--- src/rtl/hpool_pkg.sv ---
package hpool_pkg;

	// pool geometry
	localparam int SLOTS    = 64;
	localparam int GEN_BITS = 16;
	localparam int IDX_W    = (SLOTS > 1) ? $clog2(SLOTS) : 1;
	localparam int CNT_W    = $clog2(SLOTS + 1);

	// free slot search: groups of eight live bits
	localparam int GRP_SIZE = 8;
	localparam int NGRP     = (SLOTS + GRP_SIZE - 1) / GRP_SIZE;
	localparam int GRP_W    = (NGRP > 1) ? $clog2(NGRP) : 1;

	// request modes
	localparam logic [1:0] MODE_CREATE = 2'd0;
	localparam logic [1:0] MODE_REMOVE = 2'd1;
	localparam logic [1:0] MODE_ACCESS = 2'd2;

	// result status codes
	localparam logic [1:0] ST_OK        = 2'd0;
	localparam logic [1:0] ST_EXHAUSTED = 2'd1;
	localparam logic [1:0] ST_NOT_FOUND = 2'd2;
	localparam logic [1:0] ST_STALE     = 2'd3;

	typedef logic [IDX_W-1:0]    idx_t;
	typedef logic [GEN_BITS-1:0] gen_t;
	typedef logic [CNT_W-1:0]    cnt_t;

	typedef struct packed {
		logic found;
		idx_t idx;
	} free_slot_t;

	typedef struct packed {
		logic en;
		idx_t addr;
		gen_t data;
	} gen_wr_t;

endpackage

--- src/rtl/hpool_req_if.sv ---
interface hpool_req_if;
	logic        valid;
	logic        ready;
	logic [1:0]  mode;
	logic [7:0]  slot_index;
	logic [15:0] handle_generation;

	modport source (output valid, mode, slot_index, handle_generation, input ready);
	modport sink   (input valid, mode, slot_index, handle_generation, output ready);
endinterface

--- src/rtl/hpool_rsp_if.sv ---
interface hpool_rsp_if;
	logic        valid;
	logic        ready;
	logic [1:0]  status;
	logic [7:0]  out_index;
	logic [15:0] out_generation;
	logic [6:0]  live_total;

	modport source (output valid, status, out_index, out_generation, live_total, input ready);
	modport sink   (input valid, status, out_index, out_generation, live_total, output ready);
endinterface

--- src/rtl/hpool_free_find.sv ---
module hpool_free_find (
	input  logic [hpool_pkg::SLOTS-1:0] live,
	output hpool_pkg::free_slot_t       free_slot
);

	localparam int PAD_W = hpool_pkg::NGRP * hpool_pkg::GRP_SIZE;

	logic [PAD_W-1:0]                 free_pad;
	logic [hpool_pkg::NGRP-1:0]       grp_any;
	logic [hpool_pkg::GRP_W-1:0]      grp_sel;
	logic [hpool_pkg::GRP_SIZE-1:0]   grp_bits;
	logic [2:0]                       bit_sel;
	logic [hpool_pkg::GRP_W+2:0]      full_idx;

	// padding slots count as taken
	assign free_pad = PAD_W'(~live) & PAD_W'({hpool_pkg::SLOTS{1'b1}});

	always_comb begin
		for (int g = 0; g < hpool_pkg::NGRP; g++) begin
			grp_any[g] = |free_pad[g*hpool_pkg::GRP_SIZE +: hpool_pkg::GRP_SIZE];
		end
	end

	// lowest group with a free slot
	always_comb begin
		grp_sel = '0;
		for (int g = hpool_pkg::NGRP - 1; g >= 0; g--) begin
			if (grp_any[g]) begin
				grp_sel = hpool_pkg::GRP_W'(g);
			end
		end
	end

	assign grp_bits = free_pad[grp_sel*hpool_pkg::GRP_SIZE +: hpool_pkg::GRP_SIZE];

	// lowest free slot inside that group
	always_comb begin
		bit_sel = '0;
		for (int b = hpool_pkg::GRP_SIZE - 1; b >= 0; b--) begin
			if (grp_bits[b]) begin
				bit_sel = 3'(b);
			end
		end
	end

	assign full_idx        = {grp_sel, bit_sel};
	assign free_slot.found = |grp_any;
	assign free_slot.idx   = full_idx[hpool_pkg::IDX_W-1:0];

endmodule

--- src/rtl/hpool_gen_ram.sv ---
module hpool_gen_ram (
	input  logic               clk,
	input  logic               arst_n,
	input  logic               rd_en,
	input  hpool_pkg::idx_t    rd_addr,
	input  hpool_pkg::gen_wr_t wr,
	output hpool_pkg::gen_t    rd_data
);

	hpool_pkg::gen_t             mem [hpool_pkg::SLOTS];
	logic [hpool_pkg::SLOTS-1:0] written_q;
	hpool_pkg::gen_t             rd_raw_q;
	logic                        rd_written_q;

	always_ff @(posedge clk) begin
		if (wr.en) begin
			mem[wr.addr] <= wr.data;
		end
		if (rd_en) begin
			rd_raw_q <= mem[rd_addr];
		end
	end

	// an entry never written reads as generation zero
	always_ff @(posedge clk or negedge arst_n) begin
		if (!arst_n) begin
			written_q    <= '0;
			rd_written_q <= 1'b0;
		end else begin
			if (wr.en) begin
				written_q[wr.addr] <= 1'b1;
			end
			if (rd_en) begin
				rd_written_q <= written_q[rd_addr];
			end
		end
	end

	assign rd_data = rd_written_q ? rd_raw_q : '0;

endmodule

--- src/rtl/generational_handle_pool.sv ---
// channel  role    payload                                      handshake
// req      sink    mode, slot_index, handle_generation          valid/ready
// rsp      source  status, out_index, out_generation, live_total valid/ready
//
// each item: the accept cycle reads the slot's generation from the
// generation ram, and the check stage that follows checks and writes back
// a new item is taken only once the previous one has left the check stage
// the result register lets the next item in while a result waits on rsp
// a stalled rsp holds the check stage, and with it req.ready, low
// reset clears live bits, live count and the ram's written marks at once:
// no clearing pass, the pool is usable as soon as reset is released
module generational_handle_pool (
	input logic         clk,
	input logic         arst_n,
	hpool_req_if.sink   req,
	hpool_rsp_if.source rsp
);

	// live bits and live count
	logic [hpool_pkg::SLOTS-1:0] live_q;
	hpool_pkg::cnt_t             count_q;

	// free slot search
	hpool_pkg::free_slot_t free_slot;

	// check stage
	logic             busy_s1;
	logic [1:0]       mode_s1;
	hpool_pkg::idx_t  idx_s1;
	logic             in_range_s1;
	logic             found_s1;
	logic [7:0]       req_idx_s1;
	logic [15:0]      req_gen_s1;

	// result register
	logic        rsp_valid_q;
	logic [1:0]  status_q;
	logic [7:0]  out_index_q;
	logic [15:0] out_gen_q;
	logic [6:0]  live_total_q;

	logic               accept;
	logic               done;
	logic               is_create;
	hpool_pkg::idx_t    rd_addr;
	hpool_pkg::gen_t    slot_gen;
	hpool_pkg::gen_wr_t gen_wr;
	logic               slot_live;
	logic               gen_match;
	logic [1:0]         status_c;
	logic [7:0]         out_index_c;
	logic [15:0]        out_gen_c;
	logic               do_set;
	logic               do_clear;
	hpool_pkg::cnt_t    count_c;

	assign req.ready = !busy_s1;
	assign accept    = req.valid && req.ready;
	assign is_create = (req.mode == hpool_pkg::MODE_CREATE);

	hpool_free_find u_find (
		.live      (live_q),
		.free_slot (free_slot)
	);

	// create reads the lowest free slot, the others the handle's slot
	assign rd_addr = is_create ? free_slot.idx : req.slot_index[hpool_pkg::IDX_W-1:0];

	hpool_gen_ram u_ram (
		.clk     (clk),
		.arst_n  (arst_n),
		.rd_en   (accept),
		.rd_addr (rd_addr),
		.wr      (gen_wr),
		.rd_data (slot_gen)
	);

	always_ff @(posedge clk) begin
		if (accept) begin
			mode_s1     <= req.mode;
			idx_s1      <= rd_addr;
			in_range_s1 <= ({1'b0, req.slot_index} < 9'(hpool_pkg::SLOTS));
			found_s1    <= free_slot.found;
			req_idx_s1  <= req.slot_index;
			req_gen_s1  <= req.handle_generation;
		end
	end

	// the check stage finishes once the result register is free or emptying
	assign done = busy_s1 && (!rsp_valid_q || rsp.ready);

	assign slot_live = in_range_s1 && live_q[idx_s1];
	assign gen_match = (32'(slot_gen) == 32'(req_gen_s1));

	always_comb begin
		status_c    = hpool_pkg::ST_OK;
		out_index_c = req_idx_s1;
		out_gen_c   = req_gen_s1;
		do_set      = 1'b0;
		do_clear    = 1'b0;
		case (mode_s1)
			hpool_pkg::MODE_CREATE: begin
				if (found_s1) begin
					out_index_c = 8'(idx_s1);
					out_gen_c   = 16'(slot_gen);
					do_set      = 1'b1;
				end else begin
					status_c    = hpool_pkg::ST_EXHAUSTED;
					out_index_c = '0;
					out_gen_c   = '0;
				end
			end
			hpool_pkg::MODE_REMOVE: begin
				if (!slot_live) begin
					status_c = hpool_pkg::ST_NOT_FOUND;
				end else if (!gen_match) begin
					status_c = hpool_pkg::ST_STALE;
				end else begin
					do_clear = 1'b1;
				end
			end
			default: begin
				// access check, and the unused mode code
				if (!slot_live) begin
					status_c = hpool_pkg::ST_NOT_FOUND;
				end else if (!gen_match) begin
					status_c = hpool_pkg::ST_STALE;
				end
			end
		endcase
	end

	always_comb begin
		count_c = count_q;
		if (do_set) begin
			count_c = count_q + 1'b1;
		end else if (do_clear && count_q != '0) begin
			count_c = count_q - 1'b1;
		end
	end

	// removal advances the generation, wrapping
	assign gen_wr.en   = done && do_clear;
	assign gen_wr.addr = idx_s1;
	assign gen_wr.data = slot_gen + 1'b1;

	always_ff @(posedge clk or negedge arst_n) begin
		if (!arst_n) begin
			busy_s1     <= 1'b0;
			live_q      <= '0;
			count_q     <= '0;
			rsp_valid_q <= 1'b0;
		end else begin
			if (accept) begin
				busy_s1 <= 1'b1;
			end else if (done) begin
				busy_s1 <= 1'b0;
			end
			if (done) begin
				if (do_set) begin
					live_q[idx_s1] <= 1'b1;
				end else if (do_clear) begin
					live_q[idx_s1] <= 1'b0;
				end
				count_q     <= count_c;
				rsp_valid_q <= 1'b1;
			end else if (rsp.ready) begin
				rsp_valid_q <= 1'b0;
			end
		end
	end

	always_ff @(posedge clk) begin
		if (done) begin
			status_q     <= status_c;
			out_index_q  <= out_index_c;
			out_gen_q    <= out_gen_c;
			live_total_q <= 7'(count_c);
		end
	end

	assign rsp.valid          = rsp_valid_q;
	assign rsp.status         = status_q;
	assign rsp.out_index      = out_index_q;
	assign rsp.out_generation = out_gen_q;
	assign rsp.live_total     = live_total_q;

endmodule

--- src/flat_wrapper.sv ---
// flat-port wrapper written by rule: the top's interface ports become plain ports
module generational_handle_pool_flat 
  (clk, arst_n, req_valid, req_mode, req_slot_index, req_handle_generation, req_ready, rsp_valid, rsp_status, rsp_out_index, rsp_out_generation, rsp_live_total, rsp_ready);
  hpool_req_if req_i ();
  hpool_rsp_if rsp_i ();
  input logic clk;
  input logic arst_n;
  input wire logic [$bits(req_i.valid)-1:0] req_valid;
  input wire logic [$bits(req_i.mode)-1:0] req_mode;
  input wire logic [$bits(req_i.slot_index)-1:0] req_slot_index;
  input wire logic [$bits(req_i.handle_generation)-1:0] req_handle_generation;
  output wire logic [$bits(req_i.ready)-1:0] req_ready;
  output wire logic [$bits(rsp_i.valid)-1:0] rsp_valid;
  output wire logic [$bits(rsp_i.status)-1:0] rsp_status;
  output wire logic [$bits(rsp_i.out_index)-1:0] rsp_out_index;
  output wire logic [$bits(rsp_i.out_generation)-1:0] rsp_out_generation;
  output wire logic [$bits(rsp_i.live_total)-1:0] rsp_live_total;
  input wire logic [$bits(rsp_i.ready)-1:0] rsp_ready;
  assign req_i.valid = req_valid;
  assign req_i.mode = req_mode;
  assign req_i.slot_index = req_slot_index;
  assign req_i.handle_generation = req_handle_generation;
  assign req_ready = req_i.ready;
  assign rsp_valid = rsp_i.valid;
  assign rsp_status = rsp_i.status;
  assign rsp_out_index = rsp_i.out_index;
  assign rsp_out_generation = rsp_i.out_generation;
  assign rsp_live_total = rsp_i.live_total;
  assign rsp_i.ready = rsp_ready;
  generational_handle_pool u_core (.clk(clk), .arst_n(arst_n), .req(req_i), .rsp(rsp_i));
endmodule
--- config.mk ---
export PLATFORM = sky130hd
export DESIGN_NAME = generational_handle_pool_flat
export DESIGN_NICKNAME = d
export VERILOG_FILES = /design/src/rtl/hpool_pkg.sv /design/src/rtl/hpool_req_if.sv /design/src/rtl/hpool_rsp_if.sv /design/src/rtl/hpool_free_find.sv /design/src/rtl/hpool_gen_ram.sv /design/src/rtl/generational_handle_pool.sv /design/src/flat_wrapper.sv
export SDC_FILE = /design/constraint.sdc
export NUM_CORES = 2
export LEC_CHECK = 0
export BUFFER_PORTS_ARGS = -buffer_cell sky130_fd_sc_hd__buf_2
export CORE_MARGIN = 2
export CORE_UTILIZATION = 45
export CTS_BUF_LIST = sky130_fd_sc_hd__clkbuf_16
export CTS_CLUSTER_SIZE = 24
export DETAILED_ROUTE_END_ITERATION = 7
export HOLD_SLACK_MARGIN = 0.15
export SLEW_MARGIN = 10
export SYNTH_ARGS = -nofsm -noshare
export SYNTH_HDL_FRONTEND = slang
export SYNTH_SLANG_ARGS = --single-unit
--- constraint.sdc ---
create_clock -name clk -period 8.16 [get_ports clk]
set_input_delay 0.816 -clock clk [delete_from_list [all_inputs] [get_ports clk]]
set_output_delay 0.816 -clock clk [all_outputs]
set_load 0.02 [all_outputs]
# Word level (Yosys, flattened, before mapping)
# Memory sizes are Yosys's and may differ from the RTL's. A register that Yosys moved wholly into a read port is not among the register bits.
# Index checks and enable logic that the tools add are counted.
dict set report word_totals {
  regBits 205
  latch_bits 0
  mem_bits_rw 1024
  mem_bits_ro 0
  inputBits 30
  n_memories 1
}
# memory words width rd rd_clocked_by_memory_dff write_ports line_no
set mem_list {}
lappend mem_list {u_core.u_ram.mem 64 16 1 1 1 hpool_gen_ram.sv:10} ;# hpool_pkg::gen_t mem [hpool_pkg::SLOTS];
dict set report classes {
  add_sub_neg 3
  multipliers 0
  div_mod_pow 0
  order_cmp 4
  n_eq_ne 2
  n_shift 1
  mux 47
  n_bitwise 5
  n_reduce_logical 25
}
# cell n
set ops {}
lappend ops {{$mux 64} 2}
lappend ops {{$not 64->64} 2}
lappend ops {{$or 64x64->64} 2}
lappend ops {{$and 64x64->64} 1}
lappend ops {{$reduce_or 64->1} 1}
lappend ops {{$reduce_or 8->1} 8}
lappend ops {{$shiftx 64x7->8} 1}
lappend ops {{$mux 16} 3}
lappend ops {{$mux 3} 16}
lappend ops {{$add 16x1->16 const B} 1}
lappend ops {{$eq 16x16->1} 1}
lappend ops {{$mux 1} 15}
lappend ops {{$lt 6x7->1 const B} 2}
lappend ops {{$mux 7} 2}
lappend ops {{$bmux 1 s6} 2}
lappend ops {{$mux 6} 2}
lappend ops {{$lt 8x7->1 const B} 1}
lappend ops {{$mux 8} 1}
lappend ops {{$add 7x1->7 const B} 1}
lappend ops {{$reduce_bool 7->1} 1}
lappend ops {{$sub 7x1->7 const B} 1}
lappend ops {{$demux 1 s6} 1}
lappend ops {{$ge 6x1->1 const B} 1}
lappend ops {{$logic_and 1x1->1} 6}
lappend ops {{other kinds (7)} 13}

# Longest topological paths before layout
dict set report depth {
  word_depth 22
  depth_mapped 20
  depth_no_buf 14
}

# Cells and area by module
# A second synthesis with hierarchy kept.
dict set report unflattened {
  cells_unflattened 2546
  hier_area_um2 50208.2
}
# mod instances cells_each area_each_um2 seq_area_each_um2
set modules_own_cells {}
lappend modules_own_cells {hpool_gen_ram 1 1799 42314.3 32856.5}
lappend modules_own_cells {generational_handle_pool 1 641 7053.0 3838.7}
lappend modules_own_cells {hpool_free_find 1 106 840.8 0.0}

# Least setup slack after synthesis
# OpenSTA, ideal clock, no wires.
dict set report synth_timing {
  path_type {register -> register}
  start {register u_core.u_ram.rd_raw_q[4] (read register of u_core.u_ram.mem)}
  end {memory u_core.u_ram.mem[0][15] (netlist bit) (data pin)}
  setup_ns 0.724
  arrival_time_ns 4.336
  path_slack_ns 3.101
  path_stages_with_launch 9
  path_buffers 1
  synth_period_minus_slack_ns 5.059
  cell_sequence {edfxtp_1 -> clkbuf_1 -> and3_1 -> nand3_1 -> nor2_1 -> and4_1 -> nand4_1 -> or3_1 -> a21boi_0}
}
# element line_no
set synth_lines {}
lappend synth_lines {{start, declared} hpool_gen_ram.sv:12} ;# hpool_pkg::gen_t rd_raw_q;
lappend synth_lines {{end, declared} hpool_gen_ram.sv:10}

==> flow_results.org <==
** Run status
- Result of the run :: complete, no violations

** Placement
- Placer's final routability congestion estimate :: 0.940
- Worst slack at placement :: 1.86 ns
- Once placement completed, the tool counted placed cells totaling 4924.
- Port Buffer Count :: 64
- Summing all placed instances gives a cell area of 53700 µm².
- Once detailed placement completed, the half-perimeter wirelength came to 82.5 mm.

** Global route
- Maximum number of pins on one net before global-route repair :: 117
- Vias in the first global route :: 29900
- Congestion Overflow GR :: 0
- Antenna violations before repair :: 1
- First-pass GRT wire length :: 204 mm
- For this run, the total global-route usage over all layers was measured as 23.6%.

** Logic synthesis
- The cell count after synthesis came out at 3478.
- Of the post-synthesis cell area, the dominant cell type holds 64.2%.
- Largest cells by area after synthesis :: sky130_fd_sc_hd__edfxtp_1 (64%), sky130_fd_sc_hd__mux2i_1 (9.9%), sky130_fd_sc_hd__dfrtp_1 (6.7%), sky130_fd_sc_hd__nand2_1 (3.7%), sky130_fd_sc_hd__a22o_1 (1.4%)
- For this run, the leading register cell type out of synthesis is sky130_fd_sc_hd__edfxtp_1.
- By instance count, the leading cell after synthesis is sky130_fd_sc_hd__edfxtp_1.
- Number of synthesized flops with an enable pin :: 1107
- Share of flip-flops with an asynchronous set or reset :: 11.1%
- Summing every instance area after synthesis gives 51800 µm².
- Cell taking the most area after synthesis :: sky130_fd_sc_hd__edfxtp_1
- During synthesis, Yosys emitted a total of 0 warnings.
- Mean cell area of the mapped netlist :: 14.9 µm²
- The number of nets in the synthesized netlist is 3512.
- The synthesized design contains 1245 register bits.
- Proportion of synthesized chip area in sequential cells :: 70.9%
- Synthesis instantiated 83 different standard cells from the library.
- Post-synth top cells :: sky130_fd_sc_hd__edfxtp_1 (1107), sky130_fd_sc_hd__nand2_1 (515), sky130_fd_sc_hd__mux2i_1 (512), sky130_fd_sc_hd__dfrtp_1 (138), sky130_fd_sc_hd__and3_1 (102)

** Timing
- Across the routed clock network, the largest skew measured is 0.0267 ns.
- Final worst-path setup slack :: 1.67 ns
- Hold Fails Final Rpt :: 0
- Measured against its own limit, the worst slew margin works out to 23.2%.
- Transition time at the pin with the least slew margin :: 1.15 ns
- Number of max-slew violations in the final report :: 0
- Setup repair after global routing left no endpoint under its margin.
- Tightest hold margin :: 0.267 ns
- Final period util :: 79.6%
- In the final timing run, aggregate negative setup slack is 0 ns.
- Derived from the worst setup path, the maximum achievable clock frequency is 154 MHz.
- Post-layout minimum cycle time :: 6.49 ns
- Setup violations remaining at the end of the flow were counted as 0.

** Floorplanning
- The die is 343 µm tall.
- Once the floorplan was initialized, standard cells occupied 45.3% of the core.
- IO Count :: 65
- The die is 343 µm wide.
- Site row count :: 124
- The total area inside the core boundary comes to 114000 µm².
- The floorplan step defined a die boundary enclosing 118000 µm².

** Clock network
- Clock slew seen by the registers of the worst setup and hold paths :: 0.06 ns
- The H-tree generated during clock tree synthesis spans 4 levels.
- Clock tree synthesis inserted a total of 132 buffers.
- Max clock buf depth :: 3
- At the later pin of the worst-skew pair, clock insertion delay measures 0.73 ns.
- Counting every sink on the clock net gives 1245.
- CTS placed an instance of sky130_fd_sc_hd__clkbuf_16 at the clock tree root.
- Clock tree from TritonCTS :: yes

** Power
- The analysis attributes to cell leakage a power of 22.7 nW.
- Overall power consumption after layout is estimated at 15.9 mW.
- Power density over the cells :: 275 nW/µm²
- Max VDD drop :: 0.194 mV

** Routing
- Wires add up to 139 mm.
- Detailed Route Iter0 Violations :: 3014
- For this run, design rule violations remaining after detail routing come to 0.
- Detailed-route vias per instance :: 5.87
- Post-detailed-route count of antenna-violating nets :: 0
- Before antenna repair, the detailed router went through 6 iterations.
- Detailed-route via count :: 30300
- In the final routed layout, each cell accounts on average for 27.0 µm.

** Finish
- The net count of the finished layout is 3581.
- Once layout is complete, the utilization of the core stands at 50.8%.
- For this run, the number of standard cells in the final layout without fillers is 5164.
- Final Cell Area :: 58000 µm²
- Synth-to-Final Area Change :: 12.1%
- Cells with a size suffix above 1 make up 11.5% of the layout.

** Setup path
- Data on the critical path is required at its endpoint by 8.72 ns.
- Capturing element type of the critical path :: flip-flop
- The signal on the critical path passes through nand4_1, or4_1, o211ai_2, mux2i_1, or3_1, a31oi_1, a221oi_4, o21ai_4, buf_12, mux2i_1, mux2i_1, o22ai_1, or4_1, a211oi_2.
- Most prevalent standard cell on the critical path :: sky130_fd_sc_hd__mux2i_1
- For the worst flop-to-flop path, the logic depth is 14.
- Slowest stage cell, crit path :: sky130_fd_sc_hd__o211ai_2
- End of the worst register-to-register path :: u_core.u_ram.rd_raw_q[13]$_DFFE_PP_
- By startpoint and endpoint, the worst setup path is classified as reg -> reg.
- Arrival time at the worst endpoint :: 7.06 ns
- The worst setup path is launched from a flip-flop.
- Delay of the slowest cell on the worst path :: 0.90 ns
- Max Fanout on Critical Path :: 116
- Register-to-register setup slack :: 1.67 ns

** Hold path
- In this run the most critical hold path is launched from req_handle_generation[2].
- Counting instances, the worst hold path has a depth of 1.
- The path with the worst hold slack has its endpoint at u_core.req_gen_s1[2]$_DFFE_PP_.
- Worst Hold Class :: in -> reg

** Run
- Max-cap violations in this run came to 0.
sequential cells by signal, indices dropped and copies added (netlist names), 2 cells and up, named ones only:
register and count:
u_core.count_q 7, u_core.idx_s1 6, u_core.mode_s1 2, u_core.req_gen_s1 16
u_core.req_idx_s1 8, u_core.rsp.live_total 7, u_core.rsp.out_generation 16, u_core.rsp.out_index 8
u_core.rsp.status 2, u_core.u_ram.mem 1024, u_core.u_ram.rd_raw_q 16, u_core.u_ram.written_q 64
metal layers:
metal | global-route usage [%] | wire length (µm) | part of all wire, %
met1 | 32.2 | 59200 | 42
met2 | 38.4 | 66700 | 48
met3 | 4.28 | 9180 | 6.6
met4 | 7.99 | 4220 | 3.0
met5 | 0 | 0 | 0
kinds of logic (layout without fill, tap and decap cells):
family                     count (synthesis)  in the layout  share of synthesized area (%)
DFF                                     1245           1245                           70.9
and+or+nand+nor                          929            929                           8.45
muxes                                    540            540                           10.5
AOI/OAI and AO/OA                        450            450                           6.90
buffers and inverters                    280            452                           2.61
xor gates and xnor gates                  30             30                          0.508
adders and majority gates                  4              4                         0.0967
other                                      0              2                              0
worst max-delay path by stage:
stage | end | slack [ns]
3_3_place_gp | u_core.u_ram.rd_raw_q[13]$_DFFE_PP_ | 1.77
5_1_grt | u_core.u_ram.rd_raw_q[10]$_DFFE_PP_ | 1.42
3_5_place_dp | u_core.u_ram.rd_raw_q[13]$_DFFE_PP_ | 1.86
2_1_floorplan | u_core.u_ram.mem[0][15]$_DFFE_PP_ | 3.10
4_1_cts | u_core.u_ram.rd_raw_q[13]$_DFFE_PP_ | 1.84
6_report | u_core.u_ram.rd_raw_q[13]$_DFFE_PP_ | 1.67
cells in the final DEF (no fill, tap or decap), types with 19 or more instances in the layout:
master                      instances
sky130_fd_sc_hd__a22oi_1           34
sky130_fd_sc_hd__o21ai_0           57
sky130_fd_sc_hd__xnor2_1           19
sky130_fd_sc_hd__nand2_1          514
sky130_fd_sc_hd__clkinv_1          27
sky130_fd_sc_hd__inv_1            110
sky130_fd_sc_hd__clkbuf_16        135
sky130_fd_sc_hd__nand4_1           25
sky130_fd_sc_hd__nand2b_1          67
sky130_fd_sc_hd__a22o_1            84
sky130_fd_sc_hd__nand3_1           75
sky130_fd_sc_hd__buf_2             63
sky130_fd_sc_hd__buf_4             62
sky130_fd_sc_hd__and3_1           101
sky130_fd_sc_hd__o22ai_1           65
sky130_fd_sc_hd__or4_1             22
sky130_fd_sc_hd__mux2_2            25
sky130_fd_sc_hd__edfxtp_1        1107
sky130_fd_sc_hd__dfrtp_1          138
sky130_fd_sc_hd__nor2_1            53
sky130_fd_sc_hd__clkinv_2          20
sky130_fd_sc_hd__a311oi_1          57
sky130_fd_sc_hd__a31oi_1           23
sky130_fd_sc_hd__mux2i_1          512
power by group:
part	internal, mW	switching [mW]
logic	0.622	1.55
registers	7.62	0.247
clock network	3.49	2.41
total	11.7	4.20
worst max-delay path: cells and delay by family (launching register included):
kind,cells,cell delay [ns]
buffers and inverters,1,0.53
AO/OA/AOI/OAI,6,2.32
AND/OR/NAND/NOR,4,1.99
flip-flops,1,0.43
multiplexers,3,0.72
repair_timing:
item,4_1_cts,5_1_grt
endpoints found under the hold margin,63,0
hold buffers,1,0
setup buffers,0,0
resized for setup,0,0
layout make-up:
cell class / instances / area, µm²
flip-flops and latches: 1245 / 36700
clock buffers: 135 / 3380
fillers: 9585 / 56200
diodes: 2 / 5.00
clock inverters: 102 / 861
inverters: 80 / 307
multi-input cells: 1953 / 13900
repair buffers: 135 / 962
well taps: 1512 / 1890
(Power assumes the default switching activity.)
